==> config.mk <==
export PLATFORM = sky130hd
export DESIGN_NAME = hsv_tcp_queue
export DESIGN_NICKNAME = d
export VERILOG_FILES = /design/src/sv/hsv_tcp_pkg.sv /design/src/sv/hsv_tcp_queue.sv
export SDC_FILE = /design/constraint.sdc
export NUM_CORES = 1
export LEC_CHECK = 0
export BUFFER_PORTS_ARGS = -buffer_cell sky130_fd_sc_hd__buf_4
export CORE_AREA = 4 4 72 74
export CTS_CLUSTER_SIZE = 25
export DETAILED_ROUTE_END_ITERATION = 8
export DIE_AREA = 0 0 76 78
export PLACE_DENSITY_LB_ADDON = 0.05
export SLEW_MARGIN = 20
export SYNTH_ARGS = -nofsm -noshare
export SYNTH_HDL_FRONTEND = slang
export SYNTH_SLANG_ARGS = --single-unit
==> constraint.sdc <==
create_clock -name clock -period 1.6 [get_ports clock]
set_input_delay 0.08 -clock clock [delete_from_list [all_inputs] [get_ports clock]]
set_output_delay 0.08 -clock clock [all_outputs]
set_load 0.01 [all_outputs]
==> src/sv/hsv_tcp_pkg.sv <==
// ---------------------------------------------------------------------------
// hsv_tcp_pkg
// shared types, register codes and constants of the hsv threshold column peak
// block
// ---------------------------------------------------------------------------
`default_nettype none

package hsv_tcp_pkg;

   // default geometry limits, handed to the top level parameters
   localparam int DEF_MAX_COLS    = 1024;
   localparam int DEF_MAX_ROWS    = 1024;
   localparam int DEF_QUEUE_DEPTH = 4;

   // fixed field widths
   localparam int CHAN_W        = 8;
   localparam int GEOM_W        = 11;
   localparam int CSR_DATA_W    = 11;
   localparam int CSR_ADDR_W    = 3;
   localparam int PEAK_COLUMN_W = 10;
   localparam int PEAK_COUNT_W  = 11;

   // register indexes
   typedef enum logic [CSR_ADDR_W-1:0] {
      CSR_HUE_LOW      = 3'd0,
      CSR_HUE_HIGH     = 3'd1,
      CSR_SAT_LOW      = 3'd2,
      CSR_SAT_HIGH     = 3'd3,
      CSR_VAL_LOW      = 3'd4,
      CSR_VAL_HIGH     = 3'd5,
      CSR_FRAME_WIDTH  = 3'd6,
      CSR_FRAME_HEIGHT = 3'd7
   } csr_index_type;

   // register reset values
   localparam logic [CHAN_W-1:0] RST_HUE_LOW      = 8'd0;
   localparam logic [CHAN_W-1:0] RST_HUE_HIGH     = 8'd180;
   localparam logic [CHAN_W-1:0] RST_SAT_LOW      = 8'd0;
   localparam logic [CHAN_W-1:0] RST_SAT_HIGH     = 8'd255;
   localparam logic [CHAN_W-1:0] RST_VAL_LOW      = 8'd0;
   localparam logic [CHAN_W-1:0] RST_VAL_HIGH     = 8'd255;
   localparam logic [GEOM_W-1:0] RST_FRAME_WIDTH  = 11'd640;
   localparam logic [GEOM_W-1:0] RST_FRAME_HEIGHT = 11'd480;

   typedef struct packed {
      logic [CHAN_W-1:0] hue;
      logic [CHAN_W-1:0] saturation;
      logic [CHAN_W-1:0] brightness;
   } pixel_type;

   typedef struct packed {
      logic                     mask_bit;
      logic                     frame_done;
      logic [PEAK_COLUMN_W-1:0] peak_column;
      logic [PEAK_COUNT_W-1:0]  peak_count;
   } result_type;

   // classification of one pixel, front to back
   typedef struct packed {
      logic pass;
      logic first_row;
      logic last_row;
      logic row_end;
   } item_flags_type;

endpackage

`default_nettype wire

==> src/sv/hsv_tcp_queue.sv <==
// ---------------------------------------------------------------------------
// hsv_tcp_queue
// short queue of classified pixels between front and back
// ---------------------------------------------------------------------------
`default_nettype none

module hsv_tcp_queue #(
   parameter int COL_W = 10,
   parameter int DEPTH = hsv_tcp_pkg::DEF_QUEUE_DEPTH
) (
   input  wire logic                          clock,
   input  wire logic                          reset,
   input  wire logic                          push,
   input  wire hsv_tcp_pkg::item_flags_type   push_flags,
   input  wire logic [COL_W-1:0]              push_col,
   output logic                               full,
   input  wire logic                          pop,
   output logic                               head_valid,
   output hsv_tcp_pkg::item_flags_type        head_flags,
   output logic [COL_W-1:0]                   head_col
);
   import hsv_tcp_pkg::*;

   localparam int PTR_W = $clog2(DEPTH);
   localparam int CNT_W = $clog2(DEPTH + 1);

   item_flags_type   flags_ff [DEPTH];
   logic [COL_W-1:0] col_ff   [DEPTH];
   logic [PTR_W-1:0] wr_ptr_ff, rd_ptr_ff;
   logic [CNT_W-1:0] count_ff;

   assign full       = (count_ff == CNT_W'(DEPTH));
   assign head_valid = (count_ff != '0);
   assign head_flags = flags_ff[rd_ptr_ff];
   assign head_col   = col_ff[rd_ptr_ff];

   always_ff @(posedge clock) begin
      if (push) begin
         flags_ff[wr_ptr_ff] <= push_flags;
         col_ff[wr_ptr_ff]   <= push_col;
      end
   end

   always_ff @(posedge clock) begin
      if (reset) begin
         wr_ptr_ff <= '0;
         rd_ptr_ff <= '0;
         count_ff  <= '0;
      end else begin
         if (push) begin
            wr_ptr_ff <= (wr_ptr_ff == PTR_W'(DEPTH - 1)) ? '0 : wr_ptr_ff + PTR_W'(1);
         end
         if (pop) begin
            rd_ptr_ff <= (rd_ptr_ff == PTR_W'(DEPTH - 1)) ? '0 : rd_ptr_ff + PTR_W'(1);
         end
         if (push && !pop) begin
            count_ff <= count_ff + CNT_W'(1);
         end else if (pop && !push) begin
            count_ff <= count_ff - CNT_W'(1);
         end
      end
   end

`ifndef NO_ASSERTIONS
   a_no_overflow: assert property (@(posedge clock) disable iff (reset)
      push |-> !full || pop)
      else $error("push into a full queue");
   a_no_underflow: assert property (@(posedge clock) disable iff (reset)
      pop |-> head_valid)
      else $error("pop from an empty queue");
`endif

endmodule

`default_nettype wire

Word-level counts from Yosys, hierarchy flattened:

Memories as Yosys holds them, arrays and structs flattened. A register that Yosys moved wholly into a read port is not among the register bits.
Cells that the tools add are included.

* bits in registers: 7
* RAM bits: 56
* bits of input ports: 18
* output and inout port bits: 16
* logic and storage cells: 28
* memories: 2

Memories
* col_ff: depth 4, width 10, read ports 1, clocked after memory_dff 1, wr ports 1, line hsv_tcp_queue.sv:28 `logic [COL_W-1:0] col_ff [DEPTH];`
* flags_ff: depth 4, width 4, read ports 1, clocked after memory_dff 1, wr ports 1, line hsv_tcp_queue.sv:27 `item_flags_type flags_ff [DEPTH];`

* add/sub/neg operators: 4
* eq/ne operators: 3
* muxes and demuxes: 10
* reductions and logical operators: 6

Operators by type and width (count)
* 2-bit 2-to-1 mux: 6
* 3-bit 2-to-1 mux: 2
* 2-bit by 1-bit adder with 2-bit output, second input constant: 2
* 2-bit == test, second input constant: 2
* 3-bit by 1-bit adder with 3-bit output, second input constant: 1
* 3-bit == test, second input constant: 1
* 3-bit nonzero test: 1
* 3-bit by 1-bit subtractor with 3-bit output, second input constant: 1
* 1-bit logical AND: 2
* 1-bit logical NOT: 2
* 1-bit 2-to-1 mux: 2
* 2-bit nonzero test: 1

Logic depth before layout (Yosys ltp):

* word-level depth: 4
* mapped depth: 7
* gate-level depth less buffers: 7

Worst setup path before layout:

Ideal clock, no wire load.

* path type: reg-to-reg
* start: register count_ff[0]
* end: register count_ff[2]
* arrival: 1318 ps
* data required time: 1530 ps
* path slack: 212 ps
* cell stages (with the launch flop): 5
* clock period less this slack: 1388 ps
* cells stage by stage: dfxtp_1 -> fa_1 -> xor2_1 -> or3_1 -> a21oi_1

* longest elaborated chain between the ends: 3
* elaborated cells between the ends (all ways): 4
* classes of those cells: add/sub: 2; mux: 2

RTL lines
* start, declared: line hsv_tcp_queue.sv:30 `logic [CNT_W-1:0] count_ff;`
* start signal, assigned: line hsv_tcp_queue.sv:57 `count_ff <= count_ff + CNT_W'(1);`
* start signal, assigned: line hsv_tcp_queue.sv:59 `count_ff <= count_ff - CNT_W'(1);`
* 3-bit by 1-bit subtractor with 3-bit output: line hsv_tcp_queue.sv:59
* 3-bit 2-to-1 mux: line hsv_tcp_queue.sv:58 `end else if (pop && !push) begin`
* 3-bit 2-to-1 mux (*): line hsv_tcp_queue.sv:56 `if (push && !pop) begin`

Mark *: on every way between the ends. The rest lies on a longest branch, timed or not. The select of a mux whose other input is x is not followed.
A chain may end at the register's enable or synchronous reset.

==> out/qor.csv <==
stage,metric,value,unit
outcome,status,finished with violations,
outcome,violated checks,setup timing,
detailed_routing,post-route ant nets,0,
synth,average cell area after synthesis,21.3,um2
detailed_routing,DR WL/cell,16.3,um
timing,worst setup margin,-0.00597,ns
floorplanning,I/O pin cnt,34,
grt,GRT overflow,0,
clock_network,Setup Buffers After CTS,0,
clock_network,total CTS buffers,9,
timing,Final period util,1.00,
timing,RSZ-0062 raised after global routing,true,
setup_path,CP cell instances,buf_12 -> mux4_2 -> buf_6,
final_layout,Multi-input gate area,564,um2
timing,worst clock skew,0.00788,ns
setup_path,Worst EP arrival,1.53,ns
setup_path,Crit path max-delay family,multiplexers,
setup_path,CP bufs+invs,2,
grt,Tot GR Track Use,0.148,
clock_network,TritonCTS clock tree,yes,
detailed_routing,final wirelength,3910,um
final_layout,Final Cell Area,3220,um2
grt,initial antenna violation count,0,
final_layout,nets,206,
placed_design,I/O Buffers,33,
setup_path,CP Capture Type,output port,
timing,Max Freq,623,MHz
floorplanning,Die Y,78,um
detailed_routing,via count,1253,
setup_path,critical path type,reg -> out,
floorplanning,DIE AREA,5930,um2
synth,"Seq/Total Area, Yosys",0.748,
power,Pleak,1.19,nW
synth,post-synth net total,142,
timing,Worst-Margin Slew,0.383,ns
detailed_routing,First-pass DRT Iterations,3,
synth,"FF+latch count, synth",65,
hold_path,worst hold path class,in -> reg,
placed_design,placed cells,208,
final_layout,Final Util,0.700,
clock_network,Worst-path clk slew,0.07,ns
floorplanning,initial core utilization,0.541,
clock_network,clock latency on the worst-skew pair,0.33,ns
setup_path,CP required,1.52,ns
final_layout,Non-Filler Instances,240,
final_layout,share of post-route cells with drive strength above 1,0.382,
setup_path,max incr delay on CP,0.52,ns
power,combinational share of power,0.136,
timing,final setup violation count,3,
detailed_routing,drt via density,5.22,
power,clock power share,0.319,
synth,Mapped Cells,117,
timing,setup TNS,-0.0120,ns
grt,pin count of the biggest net entering global routing,15,
clock_network,Clock Sinks,65,
placed_design,placed inst area,2830,um2
placed_design,Final Wtd Congestion,0.708,
power,Max VDD drop,0.630,mV
run,Max-cap violations,0,
power,Power Density,1120,nW/um2
final_layout,fillers,289,
power,Sw Ratio,0.220,
floorplanning,Site Rows,25,
timing,final number of hold-violating endpoints,0,
timing,minimum clock period,1.61,ns
synth,Syn. warnings,0,
final_layout,Reg area,1870,um2
clock_network,clock root cell,clkbuf_8,
final_layout,Antenna Diode Count,0,
synth,Synth cell types,18,
final_layout,synthesis-to-layout area growth,29.3,%
clock_network,CTS Buffer Depth,2,
setup_path,"Slowest-stage cell, CP",mux4_2,
detailed_routing,Starting DRT DRC Count,51,
synth,Mapped Area,2490,um2
floorplanning,Core Area,4600,um2
setup_path,crit-path max FO,7,
timing,Slew Limit Headroom,0.745,
detailed_routing,DRC,0,
power,Switch Pwr,0.000795,W
grt,vias in the first global route,1313,
floorplanning,die width,76,um
timing,Final Slew Violations,0,
power,Seq pwr share,0.544,
placed_design,dpl ws,0.0639,ns
setup_path,type of origin of the critical path,flop,
placed_design,Detailed Place HPWL,2510,um
grt,first-pass GRT wire length,6440,um
clock_network,CTS H-tree lvls,3,
power,Pint,0.00282,W
## Yosys cell counts
| master | n | area (um2) |
|---|---|---|
| inv_1 | 4 | 15.0 |
| edfxtp_1 | 56 | 1680 |
| mux4_1 | 4 | 105 |
| nor2_1 | 7 | 26.3 |
| o21ai_0 | 1 | 5.00 |
| mux2i_1 | 4 | 40.0 |
| fa_1 | 1 | 20.0 |
| ha_1 | 6 | 75.1 |
| dfxtp_1 | 9 | 180 |
| nor3b_1 | 2 | 15.0 |
| a21oi_1 | 2 | 10.0 |
| buf_12 | 1 | 20.0 |
| xor2_1 | 2 | 17.5 |
| mux4_2 | 10 | 225 |
| or3_1 | 2 | 12.5 |
| and2_1 | 4 | 25.0 |
| buf_2 | 1 | 5.00 |
| buf_6 | 1 | 11.3 |
## metal layers
| layer | wire length (um) | vias up | global-route usage |
|---|---|---|---|
| met2 | 2050 | 29 | 0.248 |
| met5 | 0 | - | 0 |
| met3 | 189 | 5 | 0.0626 |
| li1 | - | 589 | - |
| met1 | 1650 | 630 | 0.168 |
| met4 | 29 | 0 | 0.0534 |
## cell type report
class                           count  area share
Clock inverter                      3     0.00505
Clock buffer                       13      0.0462
Timing Repair Buffer               56       0.169
Sequential cell                    65       0.579
Tap cell                           54      0.0210
Multi-Input combinational cell     45       0.175
Inverter                            4     0.00466
## sequential cells by signal, summed over array words and instances, names as in the netlist, named ones only
signal / flops
col_ff: 40
count_ff: 3
rd_ptr_ff: 2
flags_ff: 16
wr_ptr_ff: 2
## worst paths after layout
kind / start / endpoint / slack [ns] / depth (start not counted)
worst max-delay path: flop / head_col[1] / -0.006 / 3
worst min-delay path: pop / rd_ptr_ff[1] / 0.07 / 3
worst max register to register: count_ff[0] / count_ff[2] / 0.12 / 4
worst min register to register: count_ff[2] / count_ff[2] / 0.50 / 2
## stage by stage
stage	hold slack [ns]	total power, W
floorplan	0.149	0.00223
global placement	0.280	0.00241
detailed placement	0.283	0.00242
CTS	0.0498	0.00367
global route	0.0792	0.00381
finish	0.0692	0.00362
## power groups by stage
stage	sequential (W)	combinational (W)	clock, W
after global routing	0.00198	0.000538	0.00129
after global placement	0.00200	0.000411	0
after detailed placement	0.00200	0.000418	0
after floorplan	0.00200	0.000233	0
final	0.00197	0.000494	0.00115
after CTS	0.00197	0.000502	0.00119
## what timing repair did
| item | 4_1_cts | 5_1_grt |
|---|---|---|
| hold endpoints to repair | 65 | 0 |
| hold buffers | 15 | 0 |
| setup endpoints to repair | 14 | 42 |
| gates cloned | 1 | 0 |
| resized for setup | 21 | 2 |
## worst register-to-register path: stages (launching register included)
cell and delay [ns]:
dfxtp_1 0.35, fa_1 0.44, xor2_1 0.16, or3_1 0.31
a21oi_1 0.15
## cells by family (layout without fill, tap and decap cells)
| group | Yosys count | after routing | synth area share |
|---|---|---|---|
| flip-flops | 65 | 65 | 0.748 |
| buffers and inverters | 7 | 76 | 0.0206 |
| multiplexers | 18 | 18 | 0.149 |
| AND/OR/NAND/NOR | 15 | 15 | 0.0317 |
| adder cells (fa/ha/maj) | 7 | 7 | 0.0382 |
| XOR/XNOR | 2 | 2 | 0.00704 |
| AO/OA/AOI/OAI | 3 | 3 | 0.00603 |
## placed cells by master (no fill, tap or decap)
| master | n |
|---|---|
| fa_1 | 1 |
| xor2_1 | 2 |
| buf_16 | 1 |
| clkinv_2 | 2 |
| dfxtp_4 | 1 |
| o21ai_0 | 1 |
| nor2_1 | 7 |
| ha_1 | 6 |
| a21oi_1 | 2 |
| and2_1 | 2 |
| clkbuf_8 | 10 |
| or3_1 | 2 |
| buf_4 | 25 |
| inv_4 | 1 |
| dfxtp_1 | 8 |
| and2_2 | 2 |
| dlygate4sd3_1 | 15 |
| edfxtp_1 | 56 |
| mux4_2 | 14 |
| buf_12 | 1 |
| nor3b_1 | 2 |
| clkbuf_1 | 3 |
| buf_6 | 14 |
| inv_1 | 4 |
| mux2i_1 | 4 |
No activity file was read; power rests on OpenSTA's default activity.
