$ cat src/sv/hsv_tcp_pkg.sv
// ---------------------------------------------------------------------------
// hsv_tcp_pkg
// shared types, register codes and constants of the hsv threshold column peak
// block
// ---------------------------------------------------------------------------
`default_nettype none

package hsv_tcp_pkg;

   // default geometry limits, handed to the top level parameters
   localparam int DEF_MAX_COLS    = 1024;
   localparam int DEF_MAX_ROWS    = 1024;
   localparam int DEF_QUEUE_DEPTH = 4;

   // fixed field widths
   localparam int CHAN_W        = 8;
   localparam int GEOM_W        = 11;
   localparam int CSR_DATA_W    = 11;
   localparam int CSR_ADDR_W    = 3;
   localparam int PEAK_COLUMN_W = 10;
   localparam int PEAK_COUNT_W  = 11;

   // register indexes
   typedef enum logic [CSR_ADDR_W-1:0] {
      CSR_HUE_LOW      = 3'd0,
      CSR_HUE_HIGH     = 3'd1,
      CSR_SAT_LOW      = 3'd2,
      CSR_SAT_HIGH     = 3'd3,
      CSR_VAL_LOW      = 3'd4,
      CSR_VAL_HIGH     = 3'd5,
      CSR_FRAME_WIDTH  = 3'd6,
      CSR_FRAME_HEIGHT = 3'd7
   } csr_index_type;

   // register reset values
   localparam logic [CHAN_W-1:0] RST_HUE_LOW      = 8'd0;
   localparam logic [CHAN_W-1:0] RST_HUE_HIGH     = 8'd180;
   localparam logic [CHAN_W-1:0] RST_SAT_LOW      = 8'd0;
   localparam logic [CHAN_W-1:0] RST_SAT_HIGH     = 8'd255;
   localparam logic [CHAN_W-1:0] RST_VAL_LOW      = 8'd0;
   localparam logic [CHAN_W-1:0] RST_VAL_HIGH     = 8'd255;
   localparam logic [GEOM_W-1:0] RST_FRAME_WIDTH  = 11'd640;
   localparam logic [GEOM_W-1:0] RST_FRAME_HEIGHT = 11'd480;

   typedef struct packed {
      logic [CHAN_W-1:0] hue;
      logic [CHAN_W-1:0] saturation;
      logic [CHAN_W-1:0] brightness;
   } pixel_type;

   typedef struct packed {
      logic                     mask_bit;
      logic                     frame_done;
      logic [PEAK_COLUMN_W-1:0] peak_column;
      logic [PEAK_COUNT_W-1:0]  peak_count;
   } result_type;

   // classification of one pixel, front to back
   typedef struct packed {
      logic pass;
      logic first_row;
      logic last_row;
      logic row_end;
   } item_flags_type;

endpackage

`default_nettype wire

$ cat src/sv/hsv_tcp_front.sv
// ---------------------------------------------------------------------------
// hsv_tcp_front
// register file, range test and raster position tracking
// ---------------------------------------------------------------------------
`default_nettype none

module hsv_tcp_front #(
   parameter int MAX_COLS = hsv_tcp_pkg::DEF_MAX_COLS,
   parameter int MAX_ROWS = hsv_tcp_pkg::DEF_MAX_ROWS,
   parameter int COL_W    = $clog2(MAX_COLS)
) (
   input  wire logic                                clock,
   input  wire logic                                reset,
   input  wire logic                                csr_wr_en,
   input  wire logic [hsv_tcp_pkg::CSR_ADDR_W-1:0]  csr_addr,
   input  wire logic [hsv_tcp_pkg::CSR_DATA_W-1:0]  csr_wdata,
   input  wire logic                                req_valid,
   output logic                                     req_stall,
   input  wire hsv_tcp_pkg::pixel_type              req_data,
   input  wire logic                                q_full,
   output logic                                     q_push,
   output hsv_tcp_pkg::item_flags_type              q_push_flags,
   output logic [COL_W-1:0]                         q_push_col
);
   import hsv_tcp_pkg::*;

   localparam int ROW_W = $clog2(MAX_ROWS);

   logic [CHAN_W-1:0] hue_low_ff, hue_high_ff, sat_low_ff, sat_high_ff;
   logic [CHAN_W-1:0] val_low_ff, val_high_ff;
   logic [GEOM_W-1:0] width_ff, height_ff;

   logic [COL_W-1:0] col_ff, col_in;
   logic [ROW_W-1:0] row_ff, row_in;
   logic [COL_W-1:0] last_col;
   logic [ROW_W-1:0] last_row_idx;
   logic             accept;
   item_flags_type   flags;

   // configuration registers
   always_ff @(posedge clock) begin
      if (reset) begin
         hue_low_ff  <= RST_HUE_LOW;
         hue_high_ff <= RST_HUE_HIGH;
         sat_low_ff  <= RST_SAT_LOW;
         sat_high_ff <= RST_SAT_HIGH;
         val_low_ff  <= RST_VAL_LOW;
         val_high_ff <= RST_VAL_HIGH;
         width_ff    <= RST_FRAME_WIDTH;
         height_ff   <= RST_FRAME_HEIGHT;
      end else if (csr_wr_en) begin
         case (csr_index_type'(csr_addr))
            CSR_HUE_LOW:      hue_low_ff  <= csr_wdata[CHAN_W-1:0];
            CSR_HUE_HIGH:     hue_high_ff <= csr_wdata[CHAN_W-1:0];
            CSR_SAT_LOW:      sat_low_ff  <= csr_wdata[CHAN_W-1:0];
            CSR_SAT_HIGH:     sat_high_ff <= csr_wdata[CHAN_W-1:0];
            CSR_VAL_LOW:      val_low_ff  <= csr_wdata[CHAN_W-1:0];
            CSR_VAL_HIGH:     val_high_ff <= csr_wdata[CHAN_W-1:0];
            CSR_FRAME_WIDTH:  width_ff    <= csr_wdata[GEOM_W-1:0];
            CSR_FRAME_HEIGHT: height_ff   <= csr_wdata[GEOM_W-1:0];
            default: ;
         endcase
      end
   end

   // last usable column and row after clamping the geometry
   always_comb begin
      if (width_ff == '0) begin
         last_col = '0;
      end else if (int'(width_ff) > MAX_COLS) begin
         last_col = COL_W'(MAX_COLS - 1);
      end else begin
         last_col = COL_W'(width_ff - GEOM_W'(1));
      end
      if (height_ff == '0) begin
         last_row_idx = '0;
      end else if (int'(height_ff) > MAX_ROWS) begin
         last_row_idx = ROW_W'(MAX_ROWS - 1);
      end else begin
         last_row_idx = ROW_W'(height_ff - GEOM_W'(1));
      end
   end

   always_comb begin
      flags.pass      = (req_data.hue >= hue_low_ff) && (req_data.hue <= hue_high_ff) &&
                        (req_data.saturation >= sat_low_ff) &&
                        (req_data.saturation <= sat_high_ff) &&
                        (req_data.brightness >= val_low_ff) &&
                        (req_data.brightness <= val_high_ff);
      flags.first_row = (row_ff == '0);
      flags.last_row  = (row_ff >= last_row_idx);
      flags.row_end   = (col_ff >= last_col);
   end

   assign req_stall    = q_full;
   assign accept       = req_valid && !q_full;
   assign q_push       = accept;
   assign q_push_flags = flags;
   assign q_push_col   = col_ff;

   always_comb begin
      col_in = col_ff;
      row_in = row_ff;
      if (accept) begin
         if (flags.row_end) begin
            col_in = '0;
            row_in = flags.last_row ? '0 : row_ff + ROW_W'(1);
         end else begin
            col_in = col_ff + COL_W'(1);
         end
      end
   end

   always_ff @(posedge clock) begin
      if (reset) begin
         col_ff <= '0;
         row_ff <= '0;
      end else begin
         col_ff <= col_in;
         row_ff <= row_in;
      end
   end

`ifndef NO_ASSERTIONS
   // end of row wraps the column position
   a_row_wrap: assert property (@(posedge clock) disable iff (reset)
      accept && flags.row_end |=> col_ff == '0)
      else $error("column position not cleared after end of row");
`endif

endmodule

`default_nettype wire

$ cat config.mk
export PLATFORM = sky130hd
export DESIGN_NAME = hsv_tcp_front
export DESIGN_NICKNAME = d
export VERILOG_FILES = /design/src/sv/hsv_tcp_pkg.sv /design/src/sv/hsv_tcp_front.sv
export SDC_FILE = /design/constraint.sdc
export NUM_CORES = 1
export LEC_CHECK = 0
export BUFFER_PORTS_ARGS = -buffer_cell sky130_fd_sc_hd__buf_2
export CAP_MARGIN = 10
export CORE_MARGIN = 4
export CORE_UTILIZATION = 56
export DETAILED_ROUTE_END_ITERATION = 8
export GPL_ROUTABILITY_DRIVEN = 0
export GPL_TIMING_DRIVEN = 0
export PLACE_DENSITY = 0.76
export SLEW_MARGIN = 20
export SYNTH_ARGS = -nofsm -noshare
export SYNTH_HDL_FRONTEND = slang
export SYNTH_SLANG_ARGS = --single-unit
$ cat constraint.sdc
create_clock -name clock -period 9.25 [get_ports clock]
set_clock_uncertainty 0.2 [all_clocks]
set_input_delay 0.925 -clock clock [delete_from_list [all_inputs] [get_ports clock]]
set_output_delay 0.925 -clock clock [all_outputs]
set_load 0.005 [all_outputs]
* Word-level counts from Yosys, hierarchy flattened
Cells that the tools add are included.
Cells by class: $add $sub $neg 4, $mul 0, div/mod/pow operators 0, order comparisons 10, equal/unequal tests 7, shifts and indexed selects 0, muxes and demuxes 6, bitwise gates (word level) 0, reductions and logical operators 20
Operators with widths (count):
- $mux W10 | 6
- $ge A8 B8 Y1 | 3
- $le A8 B8 Y1 | 3
- $gt A11 B11 Y1 const B | 2
- $logic_not A11 Y1 | 2
- $add A10 B1 Y10 const B | 2
- $ge A10 B10 Y1 | 2
- $sub A10 B1 Y10 const B | 2
- $reduce_and A2 Y1 | 9
- $eq A3 B3 Y1 const B | 4
- $logic_not A10 Y1 | 1
- $eq A3 B2 Y1 const B | 2
- $logic_and A1 B1 Y1 | 6
- $eq A3 B1 Y1 const B | 1
- $logic_not A3 Y1 | 1
- $logic_not A1 Y1 | 1
Word-level totals: bits in registers 90, bits in latches 0, RAM bits 0, memory bits (read-only) 0, input bits 43, memories kept 0

* Depth between registers and ports, before layout
Gate-level depths: netlist (run 1).
depth after elaboration 6, mapped depth 16

* Worst setup path before layout (run 1)
Ideal clock, no wire load.
path kind reg2out, start point reg height_ff[0], end point out q_push_flags[1] in the netlist's numbering, data arrival time 2.728 ns, data required time 8.125 ns, slack 5.397 ns, stages on the path, launching flop included 14, path buffers 0, path through dfxtp_1 -> inv_1 -> ha_1 -> nor3b_2 -> nand2_1 -> or3_1 -> a21oi_1 -> a21oi_1 -> ha_1 -> nand2b_1 -> a211oi_1 -> nor3_1 -> nor4_2 -> inv_1
RTL lines:
- start, declared | RTL line hsv_tcp_front.sv:31 | logic [GEOM_W-1:0] width_ff, height_ff;
- start signal, assigned | RTL line hsv_tcp_front.sv:60 | CSR_FRAME_HEIGHT: height_ff <= csr_wdata[GEOM_W-1:0];
- end, declared | RTL line hsv_tcp_front.sv:22 | output hsv_tcp_pkg::item_flags_type q_push_flags,

==> results of run 1 <==
==> worst max-delay path by stage <==
stage               cells past startpoint              end  slack (ps)
finish                                 14  q_push_flags[1]        4550
global route                           14  q_push_flags[1]        4190
CTS                                    14  q_push_flags[1]        4490
detailed placement                     14  q_push_flags[1]        4900
global placement                       14  q_push_flags[1]        5010
floorplan                              13  q_push_flags[1]        5400
==> report_power, final <==
group	internal [mW]	switching, mW	total (mW)
registers	0.396	0.00651	0.402
logic	0.0470	0.0658	0.113
clock network	0.132	0.139	0.271
total	0.574	0.212	0.786
==> worst max-delay path: stages, from the launching register on <==
cell	delay, ps
dfxtp_1	360
inv_1	80
ha_1	180
nor3b_2	300
nand2_1	190
or3_1	430
a21oi_1	170
a21oi_1	60
ha_1	270
nand2b_1	140
a211oi_1	240
nor3_1	160
nor4_2	420
inv_1	70
buf_2	130
==> layout make-up <==
class / count / area share, %
plain buffers: 31 / 2.59
clock inverters: 5 / 0.850
well taps: 133 / 2.63
inverters: 61 / 3.62
clock buffers: 11 / 2.23
repair buffers: 50 / 3.95
flip-flops and latches: 90 / 28.5
multi-input cells: 532 / 55.6
==> flip-flops by register name, indices dropped and copies added (netlist names) <==
register and flops:
width_ff 11, val_high_ff 8, hue_high_ff 8, row_ff 10, height_ff 11, q_push_col 10, hue_low_ff 8, sat_high_ff 8
sat_low_ff 8, val_low_ff 8
==> routing by layer <==
metal  vias to the layer above  track usage, %  wire (microns)  share of wire (%)
li1                       2580               -               -                  -
met1                      2406            30.0            5790                 42
met2                       128            45.0            6970                 51
met3                        15            4.38             795                5.8
met4                         0            8.57             219                1.6
met5                         -               0               0                  0
==> per-stage QoR <==
step,power [mW],std cells
3_3_place_gp,0.517,897
6_report,0.786,913
4_1_cts,0.791,913
5_1_grt,0.826,913
3_5_place_dp,0.523,897
2_1_floorplan,0.486,714
==> cell usage in the layout, fill, tap and decap left out, drive strengths merged, types with 4 or more instances in the layout <==
cell type and n:
nand2 120, dfxtp 90, ha 73, nor2 65, inv 61, a21oi 61, buf 55, clkbuf 37
nand3 17, nand3b 16, mux2i 16, o21ai 13, a211o 13, nor3 12, a21o 11, nand4 11
a211oi 11, xor2 10, nand2b 9, nor2b 5, or3 5, xnor2 5, or2 5, o2bb2ai 5
nor3b 5, nor4 5, a21boi 4, clkinv 4, or4 4
==> cells by family after synthesis <==
kind of cell	after synthesis	synth area share, %
AO/OA/AOI/OAI	142	16.2
XOR/XNOR	15	2.30
adder cells (fa/ha/maj)	73	16.0
buffers and inverters	92	6.87
flip-flops	90	31.5
multiplexers	16	2.80
AND/OR/NAND/NOR	286	24.3
==> cells in the mapped netlist, drive strengths merged (9+ instances only) <==
cell type / instances
nand3b: 16
nor2: 65
nand4: 11
mux2i: 16
clkbuf: 26
nand2b: 9
dfxtp: 90
a21o: 11
a211o: 13
nor3: 12
xor2: 10
nand2: 120
ha: 73
a21oi: 61
nand3: 17
o21ai: 13
inv: 61
a211oi: 11
==> flow_metrics.tcl, run 1 <==
set metrics [dict create \
    async_flop_share_pct 0 \
    fin_area_sq_um 6330 \
    track_usage_pct 25.0 \
    drt_iter0_drc 316 \
    clockBufferDepth 2 \
    cp-end-kind "primary output" \
    io_pins 59 \
    postCtsSetupBuffers 0 \
    yosys.area.top_type_share_pct 31.5 \
    vias 5129 \
    drv_slew 0 \
    dpl_cell_area_sq_um 6130 \
    period_needed_ps 4700 \
    overflow 0 \
    seqCellArea_sq_um 1800 \
    synth_area_sq_um 5720 \
    wl_mm 13.8 \
    cts_htree_levels 3 \
    ys_seq_elements 90 \
    via_per_inst 5.62 \
    io_buffer_count 50 \
    r2r_setup_slack_ps 5540 \
    clock_latency_ps 370 \
    setup_tns_ps 0 \
    clock_sinks 90 \
    avgSynthCellArea_sq_um 8.00 \
    ys_types 56 \
    hp-start "val_low_ff[2]" \
    critPathRequiredTime_ps 8120 \
    rsz0062_at_grt "no" \
    syn_inst 714 \
    tightest_slew_ps 903 \
    cap_violations 0 \
    clkTransAtPathRegs_ps 90 \
    reg2regPathDepth 15 \
    ir_worst_vdd_mv 0.0880 \
    r2r_start "height_ff[0]" \
    synthTopCellsByArea "dfxtp_1 (32%), ha_1 (16%), nand2_1 (7.9%)" \
    initial_core_util_pct 57.9 \
    grt_pass1_wl_mm 23.6 \
    cts.root.buffer_cell "clkbuf_8" \
    layout-drive-gt1-share_pct 12.6 \
    syn_to_final_growth_pct 10.7 \
    cts_tree "built" \
    period_share_pct 50.8 \
    nNetsFinal 891 \
    synth-main-ff-cell "dfxtp_1" \
    fmax_mhz 213 \
    multi_input_area_sq_um 3520 \
    dieWidth_microns 109 \
    holdPathEnd "val_low_ff[2]" \
    grt_pass1_vias 5194 \
    core_area_sq_um 9860 \
    drc_errors 0 \
    reg2reg_to "row_ff[3]" \
    n_antenna_cell 0 \
    dieArea_sq_um 11900 \
    crit_path_start "height_ff[0]" \
    drt_pass1_iterations 7 \
    postCtsResizedCells 0 \
    place_ws_ps 4900 \
    powerDensity_nw_per_um2 124 \
    hpwl_mm 10.7 \
    ctsHoldBuffers 0 \
    p_leak_nw 2.80 \
    fillers 905 \
    finalSetupViolations 0 \
    path_max_fanout 5 \
    ant_nets 0 \
    hold_violations 0 \
    ys_seq_area_share_pct 31.5 \
    grt_max_degree 15 \
    slew_headroom_pct 39.4 \
    crit_arrival_ps 3580 \
    min_path_cells 2 \
    synthesis.nets 830 \
    synth_edf_count 0 \
    startpoint_type "flip-flop" \
    status "finished clean" \
    die_y_microns 109 \
    hold_ws_ps 261 \
    worst_slack_ps 4550 \
    cts_buffers 9 \
    post_drt_wl_per_cell_microns 15.1 \
    antenna_found_initial 0 \
    num_rows 36 \
    hold_path_class "reg2reg" \
    ys.warnings.count 0 \
    postLayoutCoreUtil_pct 64.1 \
    critical_path_class "reg2out" \
    yosysTopAreaCell "dfxtp_1" \
]
Note: power is estimated with default switching activity, not from simulation.
==> run 2: changes to the inputs <==
- clock period: 9.25 -> 4.5 ns (I/O delays scaled with it)
==> flow_metrics.tcl, run 2 (same netlist as run 1, synthesis figures left out) <==
set metrics [dict create \
    ctsHoldBuffers 0 \
    die_y_microns 109 \
    cp_num_buf_inv 3 \
    drv_slew 0 \
    num_rows 36 \
    clockBufferDepth 2 \
    status "finished clean" \
    fillers 903 \
    startpoint_type "flip-flop" \
    io_buffer_count 50 \
    track_usage_pct 25.0 \
    fmax_mhz 237 \
    drt_pass1_iterations 5 \
    via_per_inst 5.61 \
    nNetsFinal 893 \
    cap_violations 0 \
    path_delay_family "simple AND/OR/NAND/NOR gates" \
    met2WireLength_mm 7.02 \
    critPathRequiredTime_ps 3850 \
    cts.root.buffer_cell "clkbuf_8" \
    clkTransAtPathRegs_ps 90 \
    dieWidth_microns 109 \
    grt_max_degree 15 \
    slowest_delay_ps 450 \
    io_pins 59 \
    critical_path_class "reg2out" \
    hold_path_class "in2reg" \
    wl_met3_microns 723 \
    path_cells "inv_1 -> ha_1 -> nor3b_4 -> nand2_1 -> or3_1 -> a21oi_1 -> a21oi_1 -> ha_1 -> nand2b_1 -> a211oi_1 -> nor3_1 -> nor4_2 -> inv_1 -> buf_2" \
    period_needed_ps 4230 \
    period_share_pct 93.9 \
    fin_area_sq_um 6350 \
    powerDensity_nw_per_um2 255 \
    highest_layer "met4" \
    clock_latency_ps 370 \
    slowest_stage "nor4_2" \
    cts_htree_levels 3 \
    n_antenna_cell 0 \
    hold_violations 0 \
    wl_mm 13.8 \
    cp-end-kind "primary output" \
    cts_buffers 9 \
    ir_worst_vdd_mv 0.184 \
    r2r_setup_slack_ps 740 \
    dieArea_sq_um 11900 \
    syn_to_final_growth_pct 11.1 \
    path_max_fanout 5 \
    core_area_sq_um 9860 \
    vias 5133 \
    grt_pass1_wl_mm 23.6 \
    tightest_slew_ps 910 \
    finalSetupViolations 0 \
    grt_pass1_vias 5194 \
    hpwl_mm 10.7 \
    crit_arrival_ps 3580 \
    final_common_cell "nand2_1" \
    drc_errors 0 \
    ant_nets 0 \
    overflow 0 \
    dpl.cell_count 897 \
    antenna_found_initial 0 \
    clock_sinks 90 \
    cts_tree "built" \
    p_leak_nw 2.81 \
    dpl_cell_area_sq_um 6130 \
    instances_no_fill 915 \
    wl_met1_mm 5.86 \
    drt_iter0_drc 319 \
    final_cell_mix "nand2_1 (120), dfxtp_1 (90), ha_1 (73)" \
    layout-drive-gt1-share_pct 12.8 \
    initial_core_util_pct 57.9 \
    largestRegisters "height_ff x11, width_ff x11" \
    post_drt_wl_per_cell_microns 15.1 \
    slew_headroom_pct 38.9 \
]
run 2: what timing repair did:
action	CTS	global route
endpoints found under the setup margin	0	1
hold endpoints to repair	0	0
buffers inserted	0	2
gates resized for setup	0	1
run 2: through the flow:
step | setup slack [ps] | hold slack [ps] | util, % | total power, mW | setup TNS [ps]
after floorplan | 1120 | 236 | - | 0.999 | 0
after global placement | 735 | 244 | 62.2 | 1.06 | 0
after detailed placement | 628 | 252 | 62.2 | 1.08 | 0
after CTS | 213 | 114 | 64.1 | 1.63 | 0
after global routing | -6.75 | 129 | 64.4 | 1.70 | -6.75
final | 275 | 114 | 64.4 | 1.62 | 0
run 2: report_power, final:
part           internal, mW  switching [mW]  total [mW]
registers             0.813          0.0136       0.827
clock network         0.270           0.292       0.562
logic                0.0971           0.135       0.233
run 2: path summary, 6_finish.rpt:
check                                    from         endpoint  cells past startpoint
worst min-delay path             csr_wdata[9]      width_ff[9]                      3
worst max register to register   height_ff[0]        row_ff[9]                     15
worst min register to register  val_low_ff[2]    val_low_ff[2]                      2
worst max-delay path             height_ff[0]  q_push_flags[1]                     14
run 2: layout make-up:
| class | count | area (sq um) | area share (%) |
|---|---|---|---|
| clock buffers | 11 | 141 | 2.23 |
| well taps | 133 | 166 | 2.62 |
| flip-flops and latches | 90 | 1800 | 28.4 |
| multi-input cells | 532 | 3530 | 55.6 |
| inverters | 61 | 229 | 3.61 |
| repair buffers | 52 | 265 | 4.18 |
| plain buffers | 31 | 164 | 2.58 |
| clock inverters | 5 | 53.8 | 0.847 |
run 2: tightest hold or removal path: stages:
cell and delay [ps]:
buf_2 100, nand2_1 50, nand3b_1 60
run 2: metal layers:
layer	up-vias	track usage (%)
li1	2585	-
met1	2416	30.0
met2	116	45.0
met3	16	4.38
met4	0	8.57
met5	-	0
